[src/sc3_queue.sv]
// ----------------------------------------------------------------------------
// sc3_queue: short work queue between front and back
// A small register FIFO; the head entry is presented while not empty.
// ----------------------------------------------------------------------------
module sc3_queue #(
    parameter int WIDTH = 8,
    parameter int DEPTH = 4
) (
    input  logic             aclk,
    input  logic             aresetn,
    input  logic             push_valid,
    output logic             push_ready,
    input  logic [WIDTH-1:0] push_data,
    output logic             pop_valid,
    input  logic             pop_ready,
    output logic [WIDTH-1:0] pop_data
);

    localparam int PTR_W = $clog2(DEPTH);
    localparam int CNT_W = $clog2(DEPTH + 1);

    logic [WIDTH-1:0] entry_reg [DEPTH];
    logic [PTR_W-1:0] wr_ptr_reg, rd_ptr_reg;
    logic [CNT_W-1:0] count_reg;
    logic             do_push, do_pop;

    assign push_ready = (count_reg != CNT_W'(DEPTH));
    assign pop_valid  = (count_reg != '0);
    assign do_push    = push_valid && push_ready;
    assign do_pop     = pop_valid && pop_ready;
    assign pop_data   = entry_reg[rd_ptr_reg];

    always_ff @(posedge aclk) begin
        if (do_push) begin
            entry_reg[wr_ptr_reg] <= push_data;
        end
    end

    always_ff @(posedge aclk) begin
        if (!aresetn) begin
            wr_ptr_reg <= '0;
            rd_ptr_reg <= '0;
            count_reg  <= '0;
        end else begin
            if (do_push) begin
                wr_ptr_reg <= (wr_ptr_reg == PTR_W'(DEPTH - 1)) ? '0 : wr_ptr_reg + 1'b1;
            end
            if (do_pop) begin
                rd_ptr_reg <= (rd_ptr_reg == PTR_W'(DEPTH - 1)) ? '0 : rd_ptr_reg + 1'b1;
            end
            if (do_push && !do_pop) begin
                count_reg <= count_reg + 1'b1;
            end else if (do_pop && !do_push) begin
                count_reg <= count_reg - 1'b1;
            end
        end
    end

endmodule

[config.mk]
export PLATFORM = sky130hd
export DESIGN_NAME = sc3_queue
export DESIGN_NICKNAME = d
export VERILOG_FILES = /design/src/sc3_queue.sv
export SDC_FILE = /design/constraint.sdc
export NUM_CORES = 1
export LEC_CHECK = 0
export BUFFER_PORTS_ARGS = -buffer_cell sky130_fd_sc_hd__buf_2
export CAP_MARGIN = 20
export CORE_MARGIN = 3
export CORE_UTILIZATION = 59
export DETAILED_ROUTE_END_ITERATION = 10
export PLACE_DENSITY = 0.81
export SLEW_MARGIN = 25
export SYNTH_ARGS = -nofsm -noshare
export SYNTH_HDL_FRONTEND = slang
export SYNTH_SLANG_ARGS = --single-unit
[constraint.sdc]
create_clock -name aclk -period 3.3 [get_ports aclk]
set_input_delay 0 -clock aclk [delete_from_list [all_inputs] [get_ports aclk]]
set_output_delay 0 -clock aclk [all_outputs]
set_load 0.05 [all_outputs]
=== After elaboration in Yosys (flattened, before gate mapping) ===
Memory sizes are Yosys's and may differ from the RTL's. A register that Yosys moved wholly into a read port is not among the register bits.
Cells that the tools add are included.

* Bits in writable memories: 32
* Input bits: 12
* Bits in registers: 7
* Memories: 1
* Output and inout port bits: 10

{| class="wikitable"
|+ Memories
! name !! words !! bits a word !! read ports !! clocked after Yosys merged registers in !! wr ports !! line !! source
|-
| entry_reg || 4 || 8 || 1 || 1 || 1 || 22 || <nowiki>logic [WIDTH-1:0] entry_reg [DEPTH];</nowiki>
|}

* Reduce and logical (&&, ||, !) cells: 8
* Multiplexer cells: 8
* $add $sub $neg: 4
* Equality and inequality tests: 3

{| class="wikitable"
|+ Operators by type and width
! kind !! number
|-
| $mux 2 || 4
|-
| $mux 3 || 2
|-
| $add 2x1->2 const B || 2
|-
| $eq 2x2->1 const B || 2
|-
| $logic_and 1x1->1 || 4
|-
| $add 3x1->3 const B || 1
|-
| $ne 3x3->1 const B || 1
|-
| $reduce_bool 3->1 || 1
|-
| $sub 3x1->3 const B || 1
|-
| $logic_not 1->1 || 2
|-
| $mux 1 || 2
|-
| $reduce_bool 2->1 || 1
|}

=== Longest topological paths before layout ===
* Word-level depth: 6
* Mapped depth: 9
* Depth with buffers taken out: 8

=== Worst setup path after synthesis ===
Ideal clock, no wire load.

* Path kind: register to register
* Start point: reg count_reg[0]
* End point: reg count_reg[2]
* Data arrival time: 2.299 ns
* Cell stages (with the launch flop): 10
* Clock period less this slack: 2.375 ns
* Slack: 0.925 ns
* Buffers on the path: 1
* Path through: dfxtp_1 -> or3b_1 -> clkbuf_2 -> and2_4 -> ha_1 -> inv_1 -> fa_1 -> xor2_1 -> or3_2 -> a21boi_0

* Longest elaborated chain between the ends: 5
* Elaborated cells between the ends (all ways): 13

{| class="wikitable"
|+ RTL lines
! what !! line !! source
|-
| start, declared || 24 || <nowiki>logic [CNT_W-1:0] count_reg;</nowiki>
|-
| start signal, assigned || 52 || <nowiki>count_reg <= count_reg + 1'b1;</nowiki>
|-
| start signal, assigned || 54 || <nowiki>count_reg <= count_reg - 1'b1;</nowiki>
|-
| $ne 3x3->1 (*) || 27 || <nowiki>assign push_ready = (count_reg != CNT_W'(DEPTH));</nowiki>
|-
| via push_ready || 12 || <nowiki>output logic push_ready,</nowiki>
|-
| $logic_and 1x1->1 (*) || 29 || <nowiki>assign do_push = push_valid && push_ready;</nowiki>
|-
| via do_push || 25 || <nowiki>logic do_push, do_pop;</nowiki>
|-
| $logic_not 1->1 || 53 || <nowiki>end else if (do_pop && !do_push) begin</nowiki>
|-
| $logic_and 1x1->1 || 53 ||
|-
| $reduce_bool 2->1 (no line) || n/a ||
|}

The timed path passes the listed nets; every way through them passes the cells marked *. The select of a mux whose other input is x is not followed.
A chain may end at the register's enable or synchronous reset.

=== Final worst setup path ===
* Start point: reg count_reg[0]
* End point: reg count_reg[2]

* Longest elaborated chain between the ends: 5
* Elaborated cells between the ends (all ways): 13

{| class="wikitable"
|+ RTL lines
! what
|-
| branches (longest 5 deep; another with $sub 3x1->3)
|}

Several ways; the timed one is not identified. The select of a mux whose other input is x is not followed.

==> results by group <==
Synthesis
  • Synthesized area per cell: about 18 um2
  • Adder-cell share of the synthesized area: 5.815%
  • Mux cell area share after synthesis: 12.24%
  • Cell area after synthesis: 1635 um2
  • Largest family of logic cells by synthesized area: multiplexers
  • Post-synthesis simple-gate area fraction: 7.192%
  • Xor and xnor area share after synthesis: 1.071%
  • Syn Nets: ~110
  • Unique cell type count in the Yosys netlist: 26
  • Synth Area in Compound Gates: 2.142%
  • Mapped Cells: 93
  • YS warnings: 0
  • Flops & latches, synth: 41
  • Sequential cell area fraction in the yosys report: between 60% and 70%

Clock tree
  • Clock sinks: 41
  • Total CTS buffers: 5
  • Clock latency at the later pin of the worst-skew pair: 0.34 ns
  • H-Tree Depth: 2
  • CTS root buf: clkbuf_4
  • Number of setup buffers added after CTS: 0
  • TritonCTS clock tree: yes
  • Max Root-Sink Buffers: 2
  • Worst-path clk slew: 0.11 ns

Power
  • Tot Pwr: 1.545 mW
  • Leak: 0.7234 nW
  • VDD IR max: about 0.66 mV
  • Power density cells: 796.0 nW/um2

Routing
  • DRC: 0
  • DR vias: 892
  • Antenna-violating nets left: 0
  • Vias/cell: 5.610
  • DRT Pass-1 Iters: 4
  • Initial DRC count: 36
  • WL/cell: 16.29 um
  • Routed wire length: 2590 um

Floorplanning
  • Cell Rows: 18
  • Initial Util: 64.26%
  • Die area: ~3400 um2
  • Number of I/O pins: 22
  • Die outline height: 58.65 um
  • Width of the chip: just under 60 um
  • Core box area: 2545 um2

Timing
  • Pin slew with the least headroom to its limit: 0.7292 ns
  • Setup_tns: 0 ns
  • Unrepaired setup endpoints after global routing: no
  • Final Max Slew Viols: 0
  • Slew HR: 50.97%
  • Final worst setup slack: 0.6098 ns
  • Hold Violations, Final: 0
  • Clock Skew: 0.007191 ns
  • Min Tclk post-route: approximately 2.7 ns
  • # setup viols final: 0
  • Max Fclk: ~370 MHz
  • Final Cycle Share: about four fifths

Cells and area
  • Fin cells: about 160
  • Final cell utilization of the core: 76.25%
  • Share of layout cells above drive strength 1: 34.11%
  • Max reg flops: 32
  • Fill count: 162
  • Nets: 147
  • Syn-to-layout area delta: 18.67%
  • Ant diodes: 0

Critical path
  • Reg2Reg Setup Slack: 0.61 ns
  • Crit path DAT: 2.96 ns
  • Required @ worst endpoint: 3.57 ns
  • R2R depth: 7
  • Startpoint types: flop
  • CP max stage delay: 0.65 ns
  • Max stage delay cell, worst path: o31ai_1
  • CP Capture Type: flop
  • Reg2reg start: count_reg[0]
  • Reg2reg end: count_reg[2]
  • CP Class: reg -> reg
  • Crit-path cells: o31ai_1 > ha_1 > inv_1 > fa_1 > xor2_1 > or3_2 > a21boi_0
  • Crit-path max FO: 5

Global routing
  • Vias in the first global route: around 930
  • Pin count of the biggest net entering global routing: 13
  • GR Overflow Total: 0
  • Total track usage: 18.26%
  • Initial antenna violation count: 0
  • First-pass GRT wire length: ~4400 um

Place
  • Worst slack at placement: around 0.75 ns
  • GPL Wtd Cong: 0.6458
  • Port bufs: 21
  • DP Cell Count: 140
  • HPWL Detailed: 1730 um

Min path
  • Hold_sp: pop_ready
  • Worst min-delay path class: in -> reg
  • Hold Path End: rd_ptr_reg[0]
  • Hold Path Depth: 3

Flow run
  • Maximum capacitance violations: 0

Outcome
  • Outcome: finished, final reports clean
cell type report:
type / instances / area, um2 / area share [%]
repair buffers: 32 / 215.2 / 11.09
multi-input cells: 45 / 465.4 / 23.98
well taps: 30 / 37.54 / 1.934
flip-flops and latches: 41 / 1141 / 58.80
inverters: 3 / 11.26 / 0.5803
clock inverters: 1 / 5.005 / 0.2579
clock buffers: 7 / 65.06 / 3.353
where the power goes:
group | switching, mW | internal [mW]
logic | 0.362 | 0.209
registers | 0.0690 | 0.636
clock network | 0.145 | 0.124
total | 0.576 | 0.969
worst max path at each step:
| stage | startpoint | end | slack [ns] | depth (start not counted) |
|---|---|---|---|---|
| finish | count_reg[0] | count_reg[2] | 0.61 | 7 |
| CTS | count_reg[0] | count_reg[2] | 0.74 | 7 |
| global placement | count_reg[0] | count_reg[2] | 1.04 | 7 |
| global route | count_reg[0] | count_reg[2] | 0.47 | 7 |
| detailed placement | count_reg[0] | count_reg[2] | 0.75 | 7 |
| floorplan | count_reg[0] | count_reg[2] | 0.93 | 9 |
layer usage:
| layer | global-route usage [%] | up-vias | share of wire, % |
|---|---|---|---|
| met5 | 0 | - | 0 |
| met4 | 3.883 | 0 | 0 |
| met3 | 7.895 | 0 | 6.9 |
| met2 | 31.10 | 29 | 53 |
| met1 | 21.76 | 439 | 40 |
| li1 | - | 424 | - |
worst max-delay path, delay by kind of cell, from the launching register on:
family / cells / cell delay, ns
AO/OA/AOI/OAI: 2 / 0.85
adder cells (fa/ha/maj): 2 / 0.73
AND/OR/NAND/NOR: 1 / 0.42
flip-flops: 1 / 0.38
XOR/XNOR: 1 / 0.16
buffers and inverters: 1 / 0.07
cells by family after synthesis:
| kind of cell | after synthesis |
|---|---|
| xor+xnor | 2 |
| compound gates | 6 |
| fa+ha+maj | 7 |
| flops | 41 |
| mux | 10 |
| simple gates | 20 |
| buf+inv | 7 |
cells in the mapped netlist (all sizes together):
master  count  area share [%]
ha          6             4.6
xnor2       1            0.54
clkbuf      2            0.54
dfxtp       9              11
mux2i       2             1.2
xor2        1            0.54
and2        2            0.92
or3b        1            0.54
o21ai       4             1.2
o31ai       1            0.46
edfxtp     32              59
a21boi      1            0.46
nand3       2            0.61
nand2       5             1.1
mux4        8              11
or3         2            0.92
and3        4             1.8
nor2b       1            0.38
inv         3            0.69
nor2        2            0.46
buf         2            0.54
fa          1             1.2
nand4       1            0.38
through the flow:
step,hold slack (ns),cell area [um2]
4_1_cts,0.1253,1941
2_1_floorplan,0.09887,1635
3_3_place_gp,0.2110,1760
6_report,0.1743,1941
3_5_place_dp,0.2199,1760
5_1_grt,0.1575,1941
cells in the final DEF (no fill, tap or decap):
cell / count
xnor2_1: 1
clkinv_2: 1
mux2i_1: 2
clkbuf_4: 5
buf_2: 21
or3_2: 2
edfxtp_1: 32
mux4_2: 8
and2_4: 1
inv_1: 3
or3b_1: 1
and2_1: 1
nand3_1: 2
fa_1: 1
and3_2: 4
nor2_1: 2
a21boi_0: 1
nor2b_1: 1
xor2_1: 1
dfxtp_1: 9
o21ai_0: 4
nand4_1: 1
o31ai_1: 1
dlygate4sd3_1: 11
ha_1: 6
clkbuf_8: 2
nand2_1: 5
timing repair:
action / in CTS / in global routing
endpoints found under the setup margin: 0 / 0
resized for setup: 0 / 0
hold buffers: 11 / 0
endpoints found under the hold margin: 37 / 0
(Power assumes the default switching activity.)
