**config.mk**
```make
export PLATFORM = sky130hd
export DESIGN_NAME = sc3_front
export DESIGN_NICKNAME = d
export VERILOG_FILES = /design/src/sc3_pkg.sv /design/src/sc3_ram.sv /design/src/sc3_front.sv
export SDC_FILE = /design/constraint.sdc
export NUM_CORES = 2
export LEC_CHECK = 0
export BUFFER_PORTS_ARGS = -buffer_cell sky130_fd_sc_hd__buf_2
export CORE_MARGIN = 2
export CORE_UTILIZATION = 60
export CTS_BUF_LIST = sky130_fd_sc_hd__clkbuf_16
export DETAILED_ROUTE_END_ITERATION = 8
export PLACE_DENSITY = 0.76
export SYNTH_ARGS = -nofsm -noshare
export SYNTH_HDL_FRONTEND = slang
export SYNTH_HIERARCHICAL = 1
export SYNTH_SLANG_ARGS = --single-unit
```
**constraint.sdc**
```tcl
create_clock -name aclk -period 7.2 [get_ports aclk]
set_input_delay 0.72 -clock aclk [delete_from_list [all_inputs] [get_ports aclk]]
set_output_delay 0.72 -clock aclk [all_outputs]
set_load 0.02 [all_outputs]
```
**src/sc3_pkg.sv**
```systemverilog
// ----------------------------------------------------------------------------
// sc3_pkg: shared types and constants of the separable 3x3 convolution
// Holds the work queue entry, the coefficient bundle and register indexes.
// ----------------------------------------------------------------------------
package sc3_pkg;

    localparam int PIXEL_W    = 8;
    localparam int POS_W      = 10;
    localparam int COEF_W     = 16;
    localparam int VALUE_W    = 32;
    // A vertical sum of three 16x8 products fits in 26 signed bits.
    localparam int VSUM_W     = 26;
    localparam int CFG_ADDR_W = 3;
    localparam int CFG_DATA_W = 16;
    localparam int COUNT_W    = 11;
    localparam int QUEUE_DEPTH = 4;
    localparam int M_TDATA_W  = 56;

    localparam logic [CFG_ADDR_W-1:0] CFG_VERT_ABOVE   = 3'd0;
    localparam logic [CFG_ADDR_W-1:0] CFG_VERT_CENTER  = 3'd1;
    localparam logic [CFG_ADDR_W-1:0] CFG_VERT_BELOW   = 3'd2;
    localparam logic [CFG_ADDR_W-1:0] CFG_HORIZ_LEFT   = 3'd3;
    localparam logic [CFG_ADDR_W-1:0] CFG_HORIZ_CENTER = 3'd4;
    localparam logic [CFG_ADDR_W-1:0] CFG_HORIZ_RIGHT  = 3'd5;
    localparam logic [CFG_ADDR_W-1:0] CFG_FIRST_ROW    = 3'd6;
    localparam logic [CFG_ADDR_W-1:0] CFG_ROW_COUNT    = 3'd7;

    // Window indexed [row][col]; row 0 is the oldest row, col 0 the leftmost.
    typedef logic [2:0][2:0][PIXEL_W-1:0] window_t;

    typedef struct packed {
        logic [2:0][COEF_W-1:0] vert;   // above, center, below
        logic [2:0][COEF_W-1:0] horiz;  // left, center, right
    } coef_t;

    typedef struct packed {
        window_t          win;
        logic [POS_W-1:0] row;        // row of the incoming pixel
        logic [POS_W-1:0] col;        // result column
        logic             emit_a;     // result for the row above
        logic             emit_b;     // bottom-row result
        logic             use_above;  // top tap present for the first result
    } job_t;

endpackage

```
**src/sc3_ram.sv**
```systemverilog
// ----------------------------------------------------------------------------
// sc3_ram: generic single-port-write, single-port-read RAM
// One write and one registered read per cycle.
// ----------------------------------------------------------------------------
module sc3_ram #(
    parameter int WIDTH = 8,
    parameter int DEPTH = 16
) (
    input  logic                     aclk,
    input  logic                     wr_en,
    input  logic [$clog2(DEPTH)-1:0] wr_addr,
    input  logic [WIDTH-1:0]         wr_data,
    input  logic                     rd_en,
    input  logic [$clog2(DEPTH)-1:0] rd_addr,
    output logic [WIDTH-1:0]         rd_data
);

    logic [WIDTH-1:0] mem [DEPTH];
    logic [WIDTH-1:0] rd_data_reg;

    always_ff @(posedge aclk) begin
        if (wr_en) begin
            mem[wr_addr] <= wr_data;
        end
        if (rd_en) begin
            rd_data_reg <= mem[rd_addr];
        end
    end

    assign rd_data = rd_data_reg;

endmodule

```
**src/sc3_front.sv**
```systemverilog
// ----------------------------------------------------------------------------
// sc3_front: pixel intake, line stores, window and result classification
// Tracks the raster position, updates the line RAM and the 3x3 window, and
// queues a job for every pixel that completes one or two results.
// ----------------------------------------------------------------------------
module sc3_front #(
    parameter int FRAME_WIDTH  = 160,
    parameter int FRAME_HEIGHT = 160
) (
    input  logic                          aclk,
    input  logic                          aresetn,
    input  logic                          s_tvalid,
    output logic                          s_tready,
    input  logic [sc3_pkg::PIXEL_W-1:0]   s_tdata,
    input  logic                          s_tuser,
    input  logic [sc3_pkg::POS_W-1:0]     first_out_row,
    input  logic [sc3_pkg::COUNT_W-1:0]   out_row_count,
    output logic                          push_valid,
    input  logic                          push_ready,
    output sc3_pkg::job_t                 push_job
);

    localparam int ADDR_W = $clog2(FRAME_WIDTH);
    localparam logic [sc3_pkg::POS_W-1:0] LAST_COL = sc3_pkg::POS_W'(FRAME_WIDTH - 1);
    localparam logic [sc3_pkg::POS_W-1:0] LAST_ROW = sc3_pkg::POS_W'(FRAME_HEIGHT - 1);

    typedef enum logic [1:0] {
        ST_IDLE,
        ST_UPDATE,
        ST_PUSH
    } state_t;

    state_t                          state_reg;
    logic [sc3_pkg::POS_W-1:0]       col_reg, row_reg;
    logic [sc3_pkg::POS_W-1:0]       c_reg, r_reg;
    logic [sc3_pkg::PIXEL_W-1:0]     px_reg;
    sc3_pkg::window_t                win_reg, win_next;
    sc3_pkg::job_t                   job_reg;

    logic                            accept;
    logic [sc3_pkg::POS_W-1:0]       col_acc, row_acc;
    logic [2*sc3_pkg::PIXEL_W-1:0]   line_rd;
    logic [sc3_pkg::PIXEL_W-1:0]     two_up, one_up;
    logic [sc3_pkg::POS_W+1:0]       row_end;
    logic                            emit_a, emit_b;

    function automatic logic row_in_range(input logic [sc3_pkg::POS_W-1:0] r,
                                          input logic [sc3_pkg::POS_W-1:0] lo,
                                          input logic [sc3_pkg::POS_W+1:0] hi);
        row_in_range = (r >= lo) && ({2'b00, r} < hi);
    endfunction

    assign s_tready = (state_reg == ST_IDLE);
    assign accept   = s_tvalid && s_tready;
    assign col_acc  = s_tuser ? '0 : col_reg;
    assign row_acc  = s_tuser ? '0 : row_reg;

    // Line RAM word: upper byte is the row one up, lower byte the row two up.
    sc3_ram #(
        .WIDTH (2 * sc3_pkg::PIXEL_W),
        .DEPTH (FRAME_WIDTH)
    ) u_line_ram (
        .aclk    (aclk),
        .wr_en   (state_reg == ST_UPDATE),
        .wr_addr (c_reg[ADDR_W-1:0]),
        .wr_data ({px_reg, one_up}),
        .rd_en   (accept),
        .rd_addr (col_acc[ADDR_W-1:0]),
        .rd_data (line_rd)
    );

    assign one_up = line_rd[2*sc3_pkg::PIXEL_W-1:sc3_pkg::PIXEL_W];
    assign two_up = line_rd[sc3_pkg::PIXEL_W-1:0];

    always_comb begin
        for (int k = 0; k < 3; k++) begin
            win_next[k][0] = win_reg[k][1];
            win_next[k][1] = win_reg[k][2];
        end
        win_next[0][2] = two_up;
        win_next[1][2] = one_up;
        win_next[2][2] = px_reg;
    end

    assign row_end = {2'b00, first_out_row} + {1'b0, out_row_count};
    assign emit_a  = (c_reg >= sc3_pkg::POS_W'(2)) && (r_reg != '0)
                     && row_in_range(r_reg - 1'b1, first_out_row, row_end);
    assign emit_b  = (c_reg >= sc3_pkg::POS_W'(2)) && (r_reg == LAST_ROW)
                     && row_in_range(r_reg, first_out_row, row_end);

    always_ff @(posedge aclk) begin
        if (!aresetn) begin
            state_reg <= ST_IDLE;
            col_reg   <= '0;
            row_reg   <= '0;
            win_reg   <= '0;
        end else begin
            unique case (state_reg)
                ST_IDLE: begin
                    if (accept) begin
                        c_reg  <= col_acc;
                        r_reg  <= row_acc;
                        px_reg <= s_tdata;
                        if (col_acc == LAST_COL) begin
                            col_reg <= '0;
                            row_reg <= (row_acc == LAST_ROW) ? '0 : row_acc + 1'b1;
                        end else begin
                            col_reg <= col_acc + 1'b1;
                            row_reg <= row_acc;
                        end
                        state_reg <= ST_UPDATE;
                    end
                end
                ST_UPDATE: begin
                    win_reg           <= win_next;
                    job_reg.win       <= win_next;
                    job_reg.row       <= r_reg;
                    job_reg.col       <= c_reg - 1'b1;
                    job_reg.emit_a    <= emit_a;
                    job_reg.emit_b    <= emit_b;
                    job_reg.use_above <= (r_reg >= sc3_pkg::POS_W'(2));
                    state_reg         <= (emit_a || emit_b) ? ST_PUSH : ST_IDLE;
                end
                ST_PUSH: begin
                    if (push_ready) begin
                        state_reg <= ST_IDLE;
                    end
                end
                default: state_reg <= ST_IDLE;
            endcase
        end
    end

    assign push_valid = (state_reg == ST_PUSH);
    assign push_job   = job_reg;

endmodule

```
---- Word level (Yosys, flattened, before mapping) ----
Memories as Yosys holds them, arrays and structs flattened. A register that Yosys moved wholly into a read port is not among the register bits.
Cells that the tools add are included.
storage, ports and cells
  flip-flop bits (word level) ............. 193
  RAM bits ................................ 2,560
  input port bits ......................... 34
  output and inout port bits .............. 97
  memories ................................ 1
operators by class
  add/sub/neg operators ................... 5
  magnitude comparators ................... 6
  equality and inequality tests ........... 7
  mux-type cells .......................... 11
  reduce and logical (&&, ||, !) cells .... 14
memory list
  name            words  width  read ports  clocked after memory_dff  wr ports  RTL line       source
  u_line_ram.mem  160    16     1           1                         1         sc3_ram.sv:18  logic [WIDTH-1:0] mem [DEPTH];
operator list
  operator                                                            count
  two-way mux 10 bit                                                  5
  == test 10 x 8 -> 1 bit, second input constant                      3
  < comparator 10 x 12 -> 1 bit                                       2
  adder 10 x 1 -> 10 bit, second input constant                       2
  greater-or-equal comparator 10 bit                                  2
  greater-or-equal comparator 10 x 2 -> 1 bit, second input constant  2
  subtractor 10 x 1 -> 10 bit, second input constant                  2
  adder 10 x 11 -> 12 bit                                             1
  nonzero test 10 bit                                                 1
  logical AND 1 bit                                                   7
  two-way mux 2 bit                                                   3
  one-hot mux 2 bit (3 select lines)                                  1
  AND reduction 2 bit                                                 3
  inequality test 2 x 1 -> 1 bit, second input constant               2
  AND reduction 3 bit                                                 1
  == test 2 x 1 -> 1 bit, second input constant                       1
  == test 2 bit, second input constant                                1
  zero test 2 bit                                                     1
  two-way mux 1 bit                                                   2
  logical OR 1 bit                                                    1

---- Longest topological paths before layout ----
  depth in word-level cells ............... 7
  gate-level depth with buffers ........... 15
  gate-level depth less buffers ........... 14

---- Cells and area by module ----
Netlist, hierarchy kept.
modules (own cells, without submodules)
  module     instances  cells each  area an instance (um^2)  sequential area each (um^2)
  sc3_ram    1          4,422       99,163.9                 77,354.2
  sc3_front  1          714         8,376.8                  5,094.9

---- Least setup slack after synthesis ----
No wires, ideal clock.
  path kind ............................... input port to flip-flop
  from .................................... in aresetn
  to ...................................... reg state_reg[1]
  setup time .............................. 0.095 ns
  data arrival time ....................... 3.510 ns
  required time ........................... 7.105 ns
  slack ................................... 3.595 ns
  stages on the path ...................... 5
  path buffers ............................ 1
  path through ............................ clkbuf_1 -> nand2_1 -> inv_1 -> o311ai_0 -> o311ai_1
RTL lines
  what                  RTL line          source
  start, declared       sc3_front.sv:11   input logic aresetn,
  end signal, assigned  sc3_front.sv:122  state_reg <= (emit_a || emit_b) ? ST_PUSH : ST_IDLE;
  end, declared         sc3_front.sv:33   state_t state_reg;

---- Final worst setup path ----
  from .................................... reg col_reg[1] (netlist name)
  to ...................................... reg u_line_ram.rd_data_reg[11] (netlist: u_line_ram/rd_data[11]) (read register of u_line_ram.mem), data pin
on the way
  cells in the longest elaborated chain, start to end .. 1
ends and longest elaborated chain
  what                        RTL line          source
  start, declared             sc3_front.sv:34   logic [sc3_pkg::POS_W-1:0] col_reg, row_reg;
  start signal, assigned      sc3_front.sv:108  col_reg <= col_acc + 1'b1;
  two-way mux 10 bit          sc3_front.sv:55   assign col_acc = s_tuser ? '0 : col_reg;
  named net col_acc, one bit  sc3_front.sv:41   logic [sc3_pkg::POS_W-1:0] col_acc, row_acc;
  end, declared               sc3_ram.sv:19     logic [WIDTH-1:0] rd_data_reg;
The timed path passes the listed nets, and every way through them passes these cells.
A chain may end at the register's enable or synchronous reset.

==> impl_results.md <==
- Status: finished clean
- Slew headroom: between 5 and 6%
- Max stage delay on crit path: 0.90 ns
- Synth Cell Area: 108,000 um^2
- # IOs: about 130
- Pwr per Cell Area: 272 nW/um^2
- Vias in the first global route: approximately 55,000
- CTS tree: yes
- Yosys top cell area share: 75.4%
- CP dominant cell by count: a21oi_1
- Initial antenna violation count: 13
- Setup Skew: 0.0686 ns
- CP Launch Type: register
- Total grt overflow: 0
- H-Tree Depth: 5
- Critical path peak fanout: 38
- Fin Setup TNS: 0 ns
- Die area: 183,000 um^2
- Syn nets: about 5,200
- Synth Area in Compound Gates: 2.74%
- WS Path Type: register to register
- Wirelength per Cell: 35.0 um
- Logic pwr share: 3.3%
- DP Worst Slack: approximately 2.3 ns
- Routed WL: between 200 and 300 mm
- CTS Buf Count: 290
- Sequential fraction of design power: 54.0%
- Largest net degree at the start of global routing: 163
- CTS-repair resized insts: 0
- CP Capture Type: register
- Placer Congestion: 0.979
- Post-Syn Instances: roughly 5,100
- Initial core utilization: 60.3%
- Post-synthesis sequential area ratio: 76.7%
- VDD IR max: 0.219 mV
- Fmax: 222 MHz
- RSZ-0062 raised after global routing: no
- Psw: 6.65 mW
- TritonCTS sink count: between 2,000 and 3,000
- DRC: 0
- Sw frac: about a fifth
- Yosys cell types: 77
- Vias: 56,200
- P_leak: 38.2 nW
- Yosys Warn Count: 6
- Area leader, netlist: edfxtp_1
- Post-Synth XOR/XNOR Area: less than 1%
- Root buffer cell: clkbuf_16
- Hold-fix buffers, CTS: 8
- Count of final hold-check violations: 0
- Core ar.: 178,000 um^2
- Mux share of post-synthesis cell area: between 10% and 20%
- Total power: 32.9 mW
- CTS max path bufs: 4
- Placed insts: 7,609
- Max-Cap Viols: 0
- Most frequent cell after synthesis: edfxtp_1
- Reg with most FFs: u_line_ram/mem
- Share of cells above drive strength 1: between 20% and 30%
- Post-DP HPWL: around 160 mm
- Clk pin slew, worst setup/hold paths: 0.06 ns
- Slew Limit Fails: 0
- First-pass GRT wire length: 401 mm
- Layout net count: 5,638
- Post-route ant nets: 0
- Drt pass-1 iters: 9
- Die height: 427 um
- Non-filler cells, final: 8,119
- Setup bufs post-CTS: 0
- CP required: 7.89 ns
- Adder-Cell Fraction of Synth Area: 0.607%
- Crit path max-delay family: compound AO/OA/AOI/OAI gates
- Final Cycle Share: 62.5%
- Top post-synthesis cells by count: edfxtp_1, mux4_2, nand2_1
- Internal power: around 26 mW
- Seq cells post-synth: around 2,800
- Area contributors post-synth: edfxtp_1, mux4_2, mux2i_1
- Fillers: 10,600
- Slowest CP cell: nor2b_4
- I/O Buffers: 130
- Largest family of logic cells by synthesized area: multiplexers
- Worst Max-Slew Pin Slew: about 1.4 ns
- Primary FF master, synth: edfxtp_1
- Simple-Gate Fraction of Synth Area: 3.19%
- Tot GR Track Use: 31.4%
- Worst Hold Class: input pin to register
- Area growth, synth to finish: 12.4%
- Via density per instance: 6.92
- Tmin final: 4.50 ns
- CP Buf/Inv Count: 1
- Syn_area_per_cell: 20.9 um^2
- Largest register FFs: 2,560
- Clk_lat worst skew: 0.95 ns
- 1st-iter DRT viols: between 9,000 and 10,000
- Clk pwr share: 42.7%
- # rows: 155
- Post-synth ARST share: 0%
- CP arrival: 5.19 ns
- Worst setup margin: 2.70 ns
- Cells along the critical path: nor2b_4 -> buf_4 -> mux4_2 -> a22oi_1 -> a21oi_1 -> a21oi_1 -> a211oi_1 -> a311o_1
- # setup viols final: 0
- Number of synthesized flops with an enable pin: 2,699
- Die width: ~430 um
## metal layers
metal  wire (um)  GRT usage [%]  part of all wire [%]
met4       15000           14.5                   5.3
met1       98700           42.4                    35
met2      131000           47.5                    46
met3       39400           9.55                    14
met5         185          0.979                 0.065
## metrics by stage
stage	hold WS (ns)	utilization [%]	instance area [um^2]
after floorplan	0.408	-	108000
after global placement	0.413	62.8	112000
after detailed placement	0.414	62.8	112000
after CTS	0.0110	67.8	121000
after global routing	0.0433	67.8	121000
final	0.0556	67.8	121000
## final cells by class
class	count	area [um^2]	area share (%)
multi-input cells	2063	23600	19.5
repair buffers	397	2890	2.39
well taps	2355	2950	2.44
clock buffers	298	7460	6.17
inverters	33	131	0.109
clock inverters	199	1380	1.14
diodes	5	12.5	0.0104
flip-flops and latches	2769	82400	68.2
## path summary, 6_finish.rpt
kind	to	slack, ns	from	cells past startpoint
max	u_line_ram/rd_data[11]	2.70	col_reg[1]	8
min	state_reg[0]	0.06	s_tvalid	2
max reg2reg	u_line_ram/rd_data[11]	2.70	col_reg[1]	8
min reg2reg	push_job[74]	0.43	win_next[51]	0
## power groups by stage
| stage | Clock [mW] | Sequential, mW | Combinational, mW |
|---|---|---|---|
| 2_1_floorplan | 0 | 18.2 | 0.611 |
| 3_3_place_gp | 0 | 18.1 | 1.04 |
| 3_5_place_dp | 0 | 18.1 | 1.06 |
| 4_1_cts | 14.2 | 17.7 | 1.08 |
| 5_1_grt | 14.8 | 17.7 | 1.15 |
| 6_report | 14.0 | 17.8 | 1.08 |
## layout by cell type (no fill, tap or decap), types with 16 or more instances in the layout
master and instances:
a211oi_1 28, a32oi_1 20, o22ai_1 50, nand4_1 24
clkbuf_16 298, and2_1 16, bufinv_16 19, edfxtp_1 2699
inv_1 92, buf_4 242, nor2_2 19, a21boi_0 53
a22oi_1 55, clkinv_1 55, nor3_1 29, a21oi_1 48
buf_12 17, mux4_2 638, nor2_1 198, o21ai_0 44
nor2b_1 50, nand3_1 50, a31oi_1 22, mux2i_1 168
and3_1 22, nand2_1 258, ha_1 49, nand2b_1 22
mux2_2 17, buf_2 130, clkinv_2 47, dfxtp_1 70
## kinds of logic (layout without fill, tap and decap cells)
family	Yosys count	in the layout
buffers and inverters	304	927
DFF	2769	2769
and+or+nand+nor	746	746
xor gates and xnor gates	25	25
AOI/OAI and AO/OA	417	417
muxes	823	823
other	0	5
adders and majority gates	52	52
Note: power is estimated with default switching activity, not from simulation.
