File: src/sc3_pkg.sv
// ----------------------------------------------------------------------------
// sc3_pkg: shared types and constants of the separable 3x3 convolution
// Holds the work queue entry, the coefficient bundle and register indexes.
// ----------------------------------------------------------------------------
package sc3_pkg;

    localparam int PIXEL_W    = 8;
    localparam int POS_W      = 10;
    localparam int COEF_W     = 16;
    localparam int VALUE_W    = 32;
    // A vertical sum of three 16x8 products fits in 26 signed bits.
    localparam int VSUM_W     = 26;
    localparam int CFG_ADDR_W = 3;
    localparam int CFG_DATA_W = 16;
    localparam int COUNT_W    = 11;
    localparam int QUEUE_DEPTH = 4;
    localparam int M_TDATA_W  = 56;

    localparam logic [CFG_ADDR_W-1:0] CFG_VERT_ABOVE   = 3'd0;
    localparam logic [CFG_ADDR_W-1:0] CFG_VERT_CENTER  = 3'd1;
    localparam logic [CFG_ADDR_W-1:0] CFG_VERT_BELOW   = 3'd2;
    localparam logic [CFG_ADDR_W-1:0] CFG_HORIZ_LEFT   = 3'd3;
    localparam logic [CFG_ADDR_W-1:0] CFG_HORIZ_CENTER = 3'd4;
    localparam logic [CFG_ADDR_W-1:0] CFG_HORIZ_RIGHT  = 3'd5;
    localparam logic [CFG_ADDR_W-1:0] CFG_FIRST_ROW    = 3'd6;
    localparam logic [CFG_ADDR_W-1:0] CFG_ROW_COUNT    = 3'd7;

    // Window indexed [row][col]; row 0 is the oldest row, col 0 the leftmost.
    typedef logic [2:0][2:0][PIXEL_W-1:0] window_t;

    typedef struct packed {
        logic [2:0][COEF_W-1:0] vert;   // above, center, below
        logic [2:0][COEF_W-1:0] horiz;  // left, center, right
    } coef_t;

    typedef struct packed {
        window_t          win;
        logic [POS_W-1:0] row;        // row of the incoming pixel
        logic [POS_W-1:0] col;        // result column
        logic             emit_a;     // result for the row above
        logic             emit_b;     // bottom-row result
        logic             use_above;  // top tap present for the first result
    } job_t;

endpackage

File: src/sc3_back.sv
// ----------------------------------------------------------------------------
// sc3_back: multiply-accumulate sequencer and result register
// Works each queued job through one shared multiplier, twelve steps for each
// result: three vertical taps and one horizontal product per column.
// ----------------------------------------------------------------------------
module sc3_back (
    input  logic                            aclk,
    input  logic                            aresetn,
    input  sc3_pkg::coef_t                  coefs,
    input  logic                            pop_valid,
    output logic                            pop_ready,
    input  sc3_pkg::job_t                   pop_job,
    output logic                            m_tvalid,
    input  logic                            m_tready,
    output logic [sc3_pkg::M_TDATA_W-1:0]   m_tdata,
    output logic                            m_tlast
);

    localparam logic [3:0] STEP_LAST = 4'd11;
    localparam logic [1:0] PHASE_H   = 2'd3;

    typedef enum logic [1:0] {
        ST_IDLE,
        ST_RUN,
        ST_EMIT
    } state_t;

    state_t                              state_reg;
    sc3_pkg::job_t                       job_reg;
    logic                                second_reg;
    logic [3:0]                          step_reg;
    logic signed [sc3_pkg::VSUM_W-1:0]   vacc_reg;
    logic [sc3_pkg::VALUE_W-1:0]         hacc_reg;

    logic                                m_valid_reg, out_last_reg;
    logic [sc3_pkg::POS_W-1:0]           out_row_reg, out_col_reg;
    logic [sc3_pkg::VALUE_W-1:0]         out_value_reg;

    logic [1:0]                          col_idx, phase, tap_row;
    logic                                tap_en;
    logic [sc3_pkg::PIXEL_W-1:0]         tap_pix;
    logic signed [sc3_pkg::COEF_W-1:0]   mul_coef;
    logic signed [sc3_pkg::VSUM_W-1:0]   mul_operand;
    logic signed [sc3_pkg::COEF_W+sc3_pkg::VSUM_W-1:0] prod;
    logic                                out_free;
    logic                                out_load;

    assign col_idx = step_reg[3:2];
    assign phase   = step_reg[1:0];
    // The bottom-row result uses the lower two window rows.
    assign tap_row = {1'b0, second_reg} + phase;
    assign tap_pix = job_reg.win[tap_row][col_idx];

    always_comb begin
        case (phase)
            2'd0:    tap_en = second_reg || job_reg.use_above;
            2'd1:    tap_en = 1'b1;
            2'd2:    tap_en = !second_reg;
            default: tap_en = 1'b0;
        endcase
    end

    always_comb begin
        case (phase)
            2'd0:    mul_coef = $signed(coefs.vert[2]);
            2'd1:    mul_coef = $signed(coefs.vert[1]);
            2'd2:    mul_coef = $signed(coefs.vert[0]);
            default: begin
                case (col_idx)
                    2'd0:    mul_coef = $signed(coefs.horiz[2]);
                    2'd1:    mul_coef = $signed(coefs.horiz[1]);
                    default: mul_coef = $signed(coefs.horiz[0]);
                endcase
            end
        endcase
    end

    assign mul_operand = (phase == PHASE_H) ? vacc_reg
                       : (tap_en ? $signed({{(sc3_pkg::VSUM_W-sc3_pkg::PIXEL_W){1'b0}}, tap_pix})
                                 : '0);
    assign prod        = mul_coef * mul_operand;
    assign out_free    = !m_valid_reg || m_tready;
    assign out_load    = (state_reg == ST_EMIT) && out_free;
    assign pop_ready   = (state_reg == ST_IDLE);

    always_ff @(posedge aclk) begin
        if (!aresetn) begin
            state_reg   <= ST_IDLE;
            m_valid_reg <= 1'b0;
        end else begin
            if (out_load) begin
                m_valid_reg <= 1'b1;
            end else if (m_tready) begin
                m_valid_reg <= 1'b0;
            end
            unique case (state_reg)
                ST_IDLE: begin
                    if (pop_valid) begin
                        job_reg    <= pop_job;
                        second_reg <= !pop_job.emit_a;
                        step_reg   <= '0;
                        hacc_reg   <= '0;
                        state_reg  <= ST_RUN;
                    end
                end
                ST_RUN: begin
                    if (phase == PHASE_H) begin
                        hacc_reg <= hacc_reg + prod[sc3_pkg::VALUE_W-1:0];
                    end else if (phase == 2'd0) begin
                        vacc_reg <= prod[sc3_pkg::VSUM_W-1:0];
                    end else begin
                        vacc_reg <= vacc_reg + prod[sc3_pkg::VSUM_W-1:0];
                    end
                    step_reg <= step_reg + 1'b1;
                    if (step_reg == STEP_LAST) begin
                        state_reg <= ST_EMIT;
                    end
                end
                ST_EMIT: begin
                    if (out_free) begin
                        out_row_reg   <= second_reg ? job_reg.row : job_reg.row - 1'b1;
                        out_col_reg   <= job_reg.col;
                        out_value_reg <= hacc_reg;
                        out_last_reg  <= second_reg || !job_reg.emit_b;
                        if (!second_reg && job_reg.emit_b) begin
                            second_reg <= 1'b1;
                            step_reg   <= '0;
                            hacc_reg   <= '0;
                            state_reg  <= ST_RUN;
                        end else begin
                            state_reg <= ST_IDLE;
                        end
                    end
                end
                default: state_reg <= ST_IDLE;
            endcase
        end
    end

    assign m_tvalid = m_valid_reg;
    assign m_tlast  = out_last_reg;
    assign m_tdata  = {{(sc3_pkg::M_TDATA_W - sc3_pkg::VALUE_W - 2*sc3_pkg::POS_W){1'b0}},
                       out_value_reg, out_col_reg, out_row_reg};

endmodule

File: config.mk
export PLATFORM = sky130hd
export DESIGN_NAME = sc3_back
export DESIGN_NICKNAME = d
export VERILOG_FILES = /design/src/sc3_pkg.sv /design/src/sc3_back.sv
export SDC_FILE = /design/constraint.sdc
export NUM_CORES = 1
export LEC_CHECK = 0
export ABC_AREA = 1
export BUFFER_PORTS_ARGS = -buffer_cell sky130_fd_sc_hd__buf_4
export CORE_ASPECT_RATIO = 0.8
export CORE_UTILIZATION = 32
export CTS_CLUSTER_SIZE = 40
export DETAILED_ROUTE_END_ITERATION = 10
export SETUP_SLACK_MARGIN = 0.3
export SLEW_MARGIN = 20
export SYNTH_ARGS = -nofsm -noshare
export SYNTH_HDL_FRONTEND = slang
export SYNTH_SLANG_ARGS = --single-unit
export TNS_END_PERCENT = 10
File: constraint.sdc
create_clock -name aclk -period 7.9 [get_ports aclk]
set_input_delay 0 -clock aclk [delete_from_list [all_inputs] [get_ports aclk]]
set_output_delay 0 -clock aclk [all_outputs]
set_load 0.1 [all_outputs]
; Yosys cells after proc, flatten, opt, wreduce, memory -nomap -nowiden
; Index checks and enable logic that the tools add are counted.
[totals]
in_bits = 195
wordCells = 97
ff_bits = 213
output_inout_bits = 59
[classes]
multipliers = 1
n_mux = 31
addsub = 5
reduce_logical = 22
bitwise = 1
order_cmp = 2
n_eq_ne = 12
[ops]
columns = operator, count
row1 = $mux 32, 4
row2 = $pmux 32 s3, 1
row3 = $mux 26, 2
row4 = $bmux 24 s2, 1
row5 = $pmux 16 s3, 1
row6 = $add 32x32->32, 1
row7 = $mul 16x26->32, 1
row8 = $pmux 16 s2, 1
row9 = $add 26x26->26, 1
row10 = $mux 24, 1
row11 = $bmux 8 s2, 1
row12 = $mux 8, 2
row13 = $mux 4, 3
row14 = $pmux 4 s3, 1
row15 = $reduce_and 3->1, 4
row16 = $mux 10, 1
row17 = $reduce_and 5->1, 2
row18 = $sub 10x1->10 const B, 1
row19 = $ne 2x2->1 const B, 4
row20 = $eq 2x1->1 const B, 3
row21 = $eq 2x2->1 const B, 3
row22 = $logic_not 2->1, 3
row23 = $lt 2x3->1 const B, 2
row24 = $mux 1, 6
row25 = 15 further kinds, 24

; Logic depth before layout (Yosys ltp)
[logic_depth]
word_depth = 11
mapped_depth = 50
depth_no_buf = 49

; Least setup slack after synthesis
; Ideal clock, no wire load.
[synth_timing]
path_kind = flip-flop to flip-flop
from = reg second_reg
to = reg hacc_reg[31] in the netlist's numbering (data pin)
path_buffers = 3
setup_slack_ps = -690
setup_ps = 255
stages_incl_launch_ff = 43
t_required_ps = 7645
arrival_ps = 8335
synth_period_minus_slack_ps = 8590
cell_sequence = edfxtp_1 > ha_1 > buf_2 > inv_1 > buf_2 > clkbuf_1 > o21ai_0 > o21ai_0 > nand4_1 > o21ai_1 > inv_2 > nor2_1 > fa_1 > inv_1 > fa_1 > fa_1 > fa_1 > inv_1 > [7 not listed] > o21ai_0 > a21oi_1 > o21ai_0 > inv_1 > o21ai_0 > or2_2 > and2_1 > ha_1 > a21oi_1 > o21ai_0 > a21oi_1 > nor2_1 > a2111oi_0 > nand2_1 > inv_1 > nand3_1 > a21oi_1 > nor2_1
[synth_between]
elab_chain_len = 11
elab_cells_between_ends = 14
classes_between = 2 x add/sub / 1 x mul / 9 x mux / 2 x reduce/logical
[synth_lines]
columns = element, line_no
row1 = from (decl), sc3_back.sv:30  ; logic second_reg;
row2 = from (signal assigned), sc3_back.sv:100  ; second_reg <= !pop_job.emit_a;
row3 = $add 1x2->2, sc3_back.sv:51  ; assign tap_row = {1'b0, second_reg} + phase;
row4 = $bmux 24 s2, sc3_back.sv:52  ; assign tap_pix = job_reg.win[tap_row][col_idx];
row5 = $mux 24 (not written as such), sc3_back.sv:52
row6 = $bmux 8 s2, sc3_back.sv:52
row7 = $mux 8 (not written as such), sc3_back.sv:52
row8 = $mux 8 (*), sc3_back.sv:79  ; : (tap_en ? $signed({{(sc3_pkg::VSUM_W-sc3_pkg::PIXEL_W){1'b0}}, tap_pix})
row9 = $mux 26 (*), sc3_back.sv:78  ; assign mul_operand = (phase == PHASE_H) ? vacc_reg
row10 = $mul 16x26->32 (*), sc3_back.sv:81  ; assign prod = mul_coef * mul_operand;
row11 = $add 32x32->32 (*), sc3_back.sv:108  ; hacc_reg <= hacc_reg + prod[sc3_pkg::VALUE_W-1:0];
row12 = $mux 32 (*), sc3_back.sv:107  ; if (phase == PHASE_H) begin
row13 = $pmux 32 s3 (*), sc3_back.sv:96  ; unique case (state_reg)
row14 = to (signal assigned), sc3_back.sv:108
row15 = to (decl), sc3_back.sv:33  ; logic [sc3_pkg::VALUE_W-1:0] hacc_reg;
; Mark *: on every way between the ends. The rest lies on a longest branch, timed or not. The select of a mux whose other input is x is not followed.
; A chain may end at the register's enable or synchronous reset.

; Final worst setup path
[layout_timing]
from = reg step_reg[0]
to = reg hacc_reg[31] in the netlist's numbering (data pin)
[layout_between]
elab_chain_len = 11
elab_cells_between_ends = 17
classes_between = 2 x add/sub / 1 x mul / 3 x eq/ne / 10 x mux / 1 x reduce/logical
[layout_lines]
columns = element, line_no
row1 = from (decl), sc3_back.sv:31  ; logic [3:0] step_reg;
row2 = from (signal assigned), sc3_back.sv:114  ; step_reg <= step_reg + 1'b1;
row3 = $add 1x2->2, sc3_back.sv:51
row4 = $bmux 24 s2, sc3_back.sv:52
row5 = $mux 24 (not written as such), sc3_back.sv:52
row6 = $bmux 8 s2, sc3_back.sv:52
row7 = $mux 8 (not written as such), sc3_back.sv:52
row8 = $mux 8, sc3_back.sv:79
row9 = $mux 26, sc3_back.sv:78
row10 = $mul 16x26->32 (*), sc3_back.sv:81
row11 = $add 32x32->32 (*), sc3_back.sv:108
row12 = $mux 32 (*), sc3_back.sv:107
row13 = $pmux 32 s3 (*), sc3_back.sv:96
; Marks and branches as above.

==> reports/qor.yml <==
clock_tree:
  htree_levels: 1
  clk_pin_slew_ns: 0.07
  cts_tree: "done"
  clock_latency_ns: 0.57
  cts_buffer_depth: 3
  numCtsBuffers: 24
  cts_sinks: 213
  root_buffer: "clkbuf_16"
outcome:
  violations: "negative setup slack"
  outcome: "finished, violations left"
sta:
  fin_skew_ns: 0.0338
  max-slew-margin-rel: 0.379
  setup_slack_ns: -0.668
  rsz0062_at_grt: "true"
  fmax_mhz: 117
  slew_violations: 0
  whs_ns: 0.148
  final_hold_viol_count: 0
  finalCriticalPeriod_ns: 8.57
  setup_viol: 28
  finalCritPeriodShare: 1.08
  worst_pin_slew_ns: 0.932
critical_path:
  worstPathRequired_ns: 8.23
  path_class: "flip-flop to flip-flop"
  r2r-end: "hacc_reg[31]$_SDFFCE_PN0P_"
  arrival_ns: 8.90
  cpMostUsedCell: "nand2_1"
  r2r-start: "step_reg[0]$_SDFFCE_PN0P_"
  endpoint_kind: "flip-flop"
  cp_max_fo: 7
  start_kind: "flip-flop"
  critPathSlowestCell: "fa_1"
  startpoint: "step_reg[0]$_SDFFCE_PN0P_"
  reg2regPathDepth: 42
  max_stage_delay_ns: 0.57
  timing.reg2reg.setup_slack_ns: -0.67
die:
  initial_utilization: 0.323
  core_sq_um: 72100
  std_cell_rows: 88
  die-area_sq_um: 74000
  pin_count: 254
  die-width_microns: 304
  die_h_microns: 243
drt:
  met1_length_microns: 37100
  drt-initial-drc-count: 1449
  vias: 21200
  met3_length_microns: 9020
  top_layer_used: "met5"
  wl_per_cell_microns: 17.9
  drc: 0
  vias_per_cell: 4.72
  wl_met2_microns: 32700
  ant_nets: 0
  drtPass1Iterations: 6
  wl_microns: 80200
logic_synthesis:
  ys_warn_count: 0
  avgSynthCellArea_sq_um: 8.64
  synth_edf_count: 210
  ys_top_cells_by_count: "inv_1 (563), nand2_1 (544), fa_1 (304)"
  ys_ff_latch: 213
  synth_top_area_cell: "edfxtp_1"
  postSynth.asyncResetShare: 0
  ys_seq_area_frac: 0.273
  synthFlopType: "edfxtp_1"
  synth_area_leaders: "edfxtp_1 (27%), fa_1 (26%), inv_1 (9.1%), nand2_1 (8.8%), ha_1 (8.3%)"
  synth_most_common_cell: "inv_1"
  synthCells: 2698
  synth_cell_types: 59
  syn_area_sq_um: 23300
  yosys.area.top_type_share: 0.270
finish:
  areaGrowthSynthToFinish_pct: 43.0
  fin_nets: 4173
  fillers: 6866
  layout-drive-gt1-share: 0.295
  largest_reg_flops: 94
  antenna_cells: 0
worst_hold_path:
  holdCritStartpoint: "pop_job[6]"
  whs_path_depth: 2
  hp-class: "input pin to flip-flop"
  hold_path_end: "job_reg[6]$_DFFE_PP_"
global_routing:
  grt_max_degree: 74
  gr-total-overflow: 0
  antenna_found_initial: 1
  gr-usage-all-layers: 0.218
  grt_pass1_wl_microns: 125000
  first_global_vias: 21800
flow_run:
  cap_violations: 0
placement:
  gp_congestion: 0.996
  port_buffers: 249
  dp.final_hpwl_microns: 66800
==> critical path: cells and delay by family (launching register included) <==
kind                       cells  cell delay, ns
adders and majority gates      9            3.85
and+or+nand+nor               18            2.18
buffers and inverters         10            0.89
AOI/OAI and AO/OA              4            0.76
DFF                            1            0.45
xor gates and xnor gates       1            0.20
==> cell families (layout without fill, tap and decap cells) <==
family          after synthesis  in the layout  share of synthesized area
simple gates                988            988                      0.174
fa+ha+maj                   459            459                      0.344
compound gates              344            344                     0.0820
flops                       213            213                      0.273
mux                           8              8                    0.00343
buf+inv                     634           1470                      0.104
other cells                   1              4                   0.000161
xor+xnor                     51             51                     0.0192
==> cell usage in the layout, fill, tap and decap left out, types with 14 or more instances in the layout <==
| master | netlist | routed |
|---|---|---|
| buf_12 | 0 | 21 |
| nor2_1 | 269 | 250 |
| nand2_1 | 544 | 515 |
| fa_1 | 304 | 292 |
| nand3_1 | 88 | 78 |
| a21oi_1 | 144 | 106 |
| ha_4 | 0 | 32 |
| xor2_1 | 29 | 23 |
| a31oi_1 | 15 | 14 |
| o21ai_0 | 115 | 75 |
| xnor2_1 | 22 | 18 |
| o21ai_2 | 4 | 21 |
| nor2_2 | 2 | 16 |
| inv_2 | 8 | 23 |
| nand4_1 | 30 | 30 |
| edfxtp_1 | 210 | 210 |
| ha_1 | 155 | 121 |
| buf_4 | 6 | 713 |
| inv_1 | 563 | 542 |
| nand2_2 | 3 | 24 |
| clkbuf_16 | 0 | 24 |
| a21oi_2 | 0 | 31 |
| dlygate4sd3_1 | 0 | 101 |
| o21ai_1 | 16 | 36 |
==> final cells by class <==
cell class | instances | area [sq um] | share of cell area
clock buffers | 28 | 616 | 0.0185
clock inverters | 16 | 221 | 0.00664
inverters | 575 | 2190 | 0.0656
multi-input cells | 1854 | 15800 | 0.473
flip-flops and latches | 213 | 6370 | 0.191
well taps | 945 | 1180 | 0.0355
repair buffers | 849 | 6970 | 0.209
repair inverters | 2 | 17.5 | 0.000525
==> how the worst max path moves through the flow <==
stage | slack (ns) | depth (start not counted) | endpoint
3_5_place_dp | -0.81 | 37 | hacc_reg[31]$_SDFFCE_PN0P_
3_3_place_gp | -0.78 | 39 | hacc_reg[31]$_SDFFCE_PN0P_
6_report | -0.67 | 42 | hacc_reg[31]$_SDFFCE_PN0P_
5_1_grt | -1.14 | 41 | hacc_reg[31]$_SDFFCE_PN0P_
2_1_floorplan | -0.24 | 45 | hacc_reg[31]$_SDFFCE_PN0P_
4_1_cts | -0.70 | 41 | hacc_reg[31]$_SDFFCE_PN0P_
==> metal layers <==
layer  vias to the layer above  global-route usage
met2                       780               0.316
met1                     10200               0.312
met3                        87              0.0812
li1                      10100                   -
met5                         -                   0
met4                         2              0.0361
==> metrics by stage <==
step / area (sq um) / TNS (ns) / setup WS (ns) / util / cells
after global placement: 30100 / -13.70 / -0.781 / 0.418 / 4308
after floorplan: 23600 / -0.462 / -0.239 / - / 2701
after detailed placement: 30100 / -15.18 / -0.815 / 0.418 / 4308
final: 33300 / -8.77 / -0.668 / 0.462 / 4482
after global routing: 33300 / -19.62 / -1.14 / 0.462 / 4482
after CTS: 32500 / -9.81 / -0.699 / 0.451 / 4467
==> timing repair <==
item,in CTS,in global routing
endpoints found under the hold margin,124,0
setup buffers,11,15
endpoints found under the setup margin,35,41
cloned,3,0
pin swaps,40,71
hold buffers,101,0
resized for setup,98,177
Power is left out: the tool's default activity adds up to more than one toggle a clock period on the data nets, which glitch-free logic cannot reach.
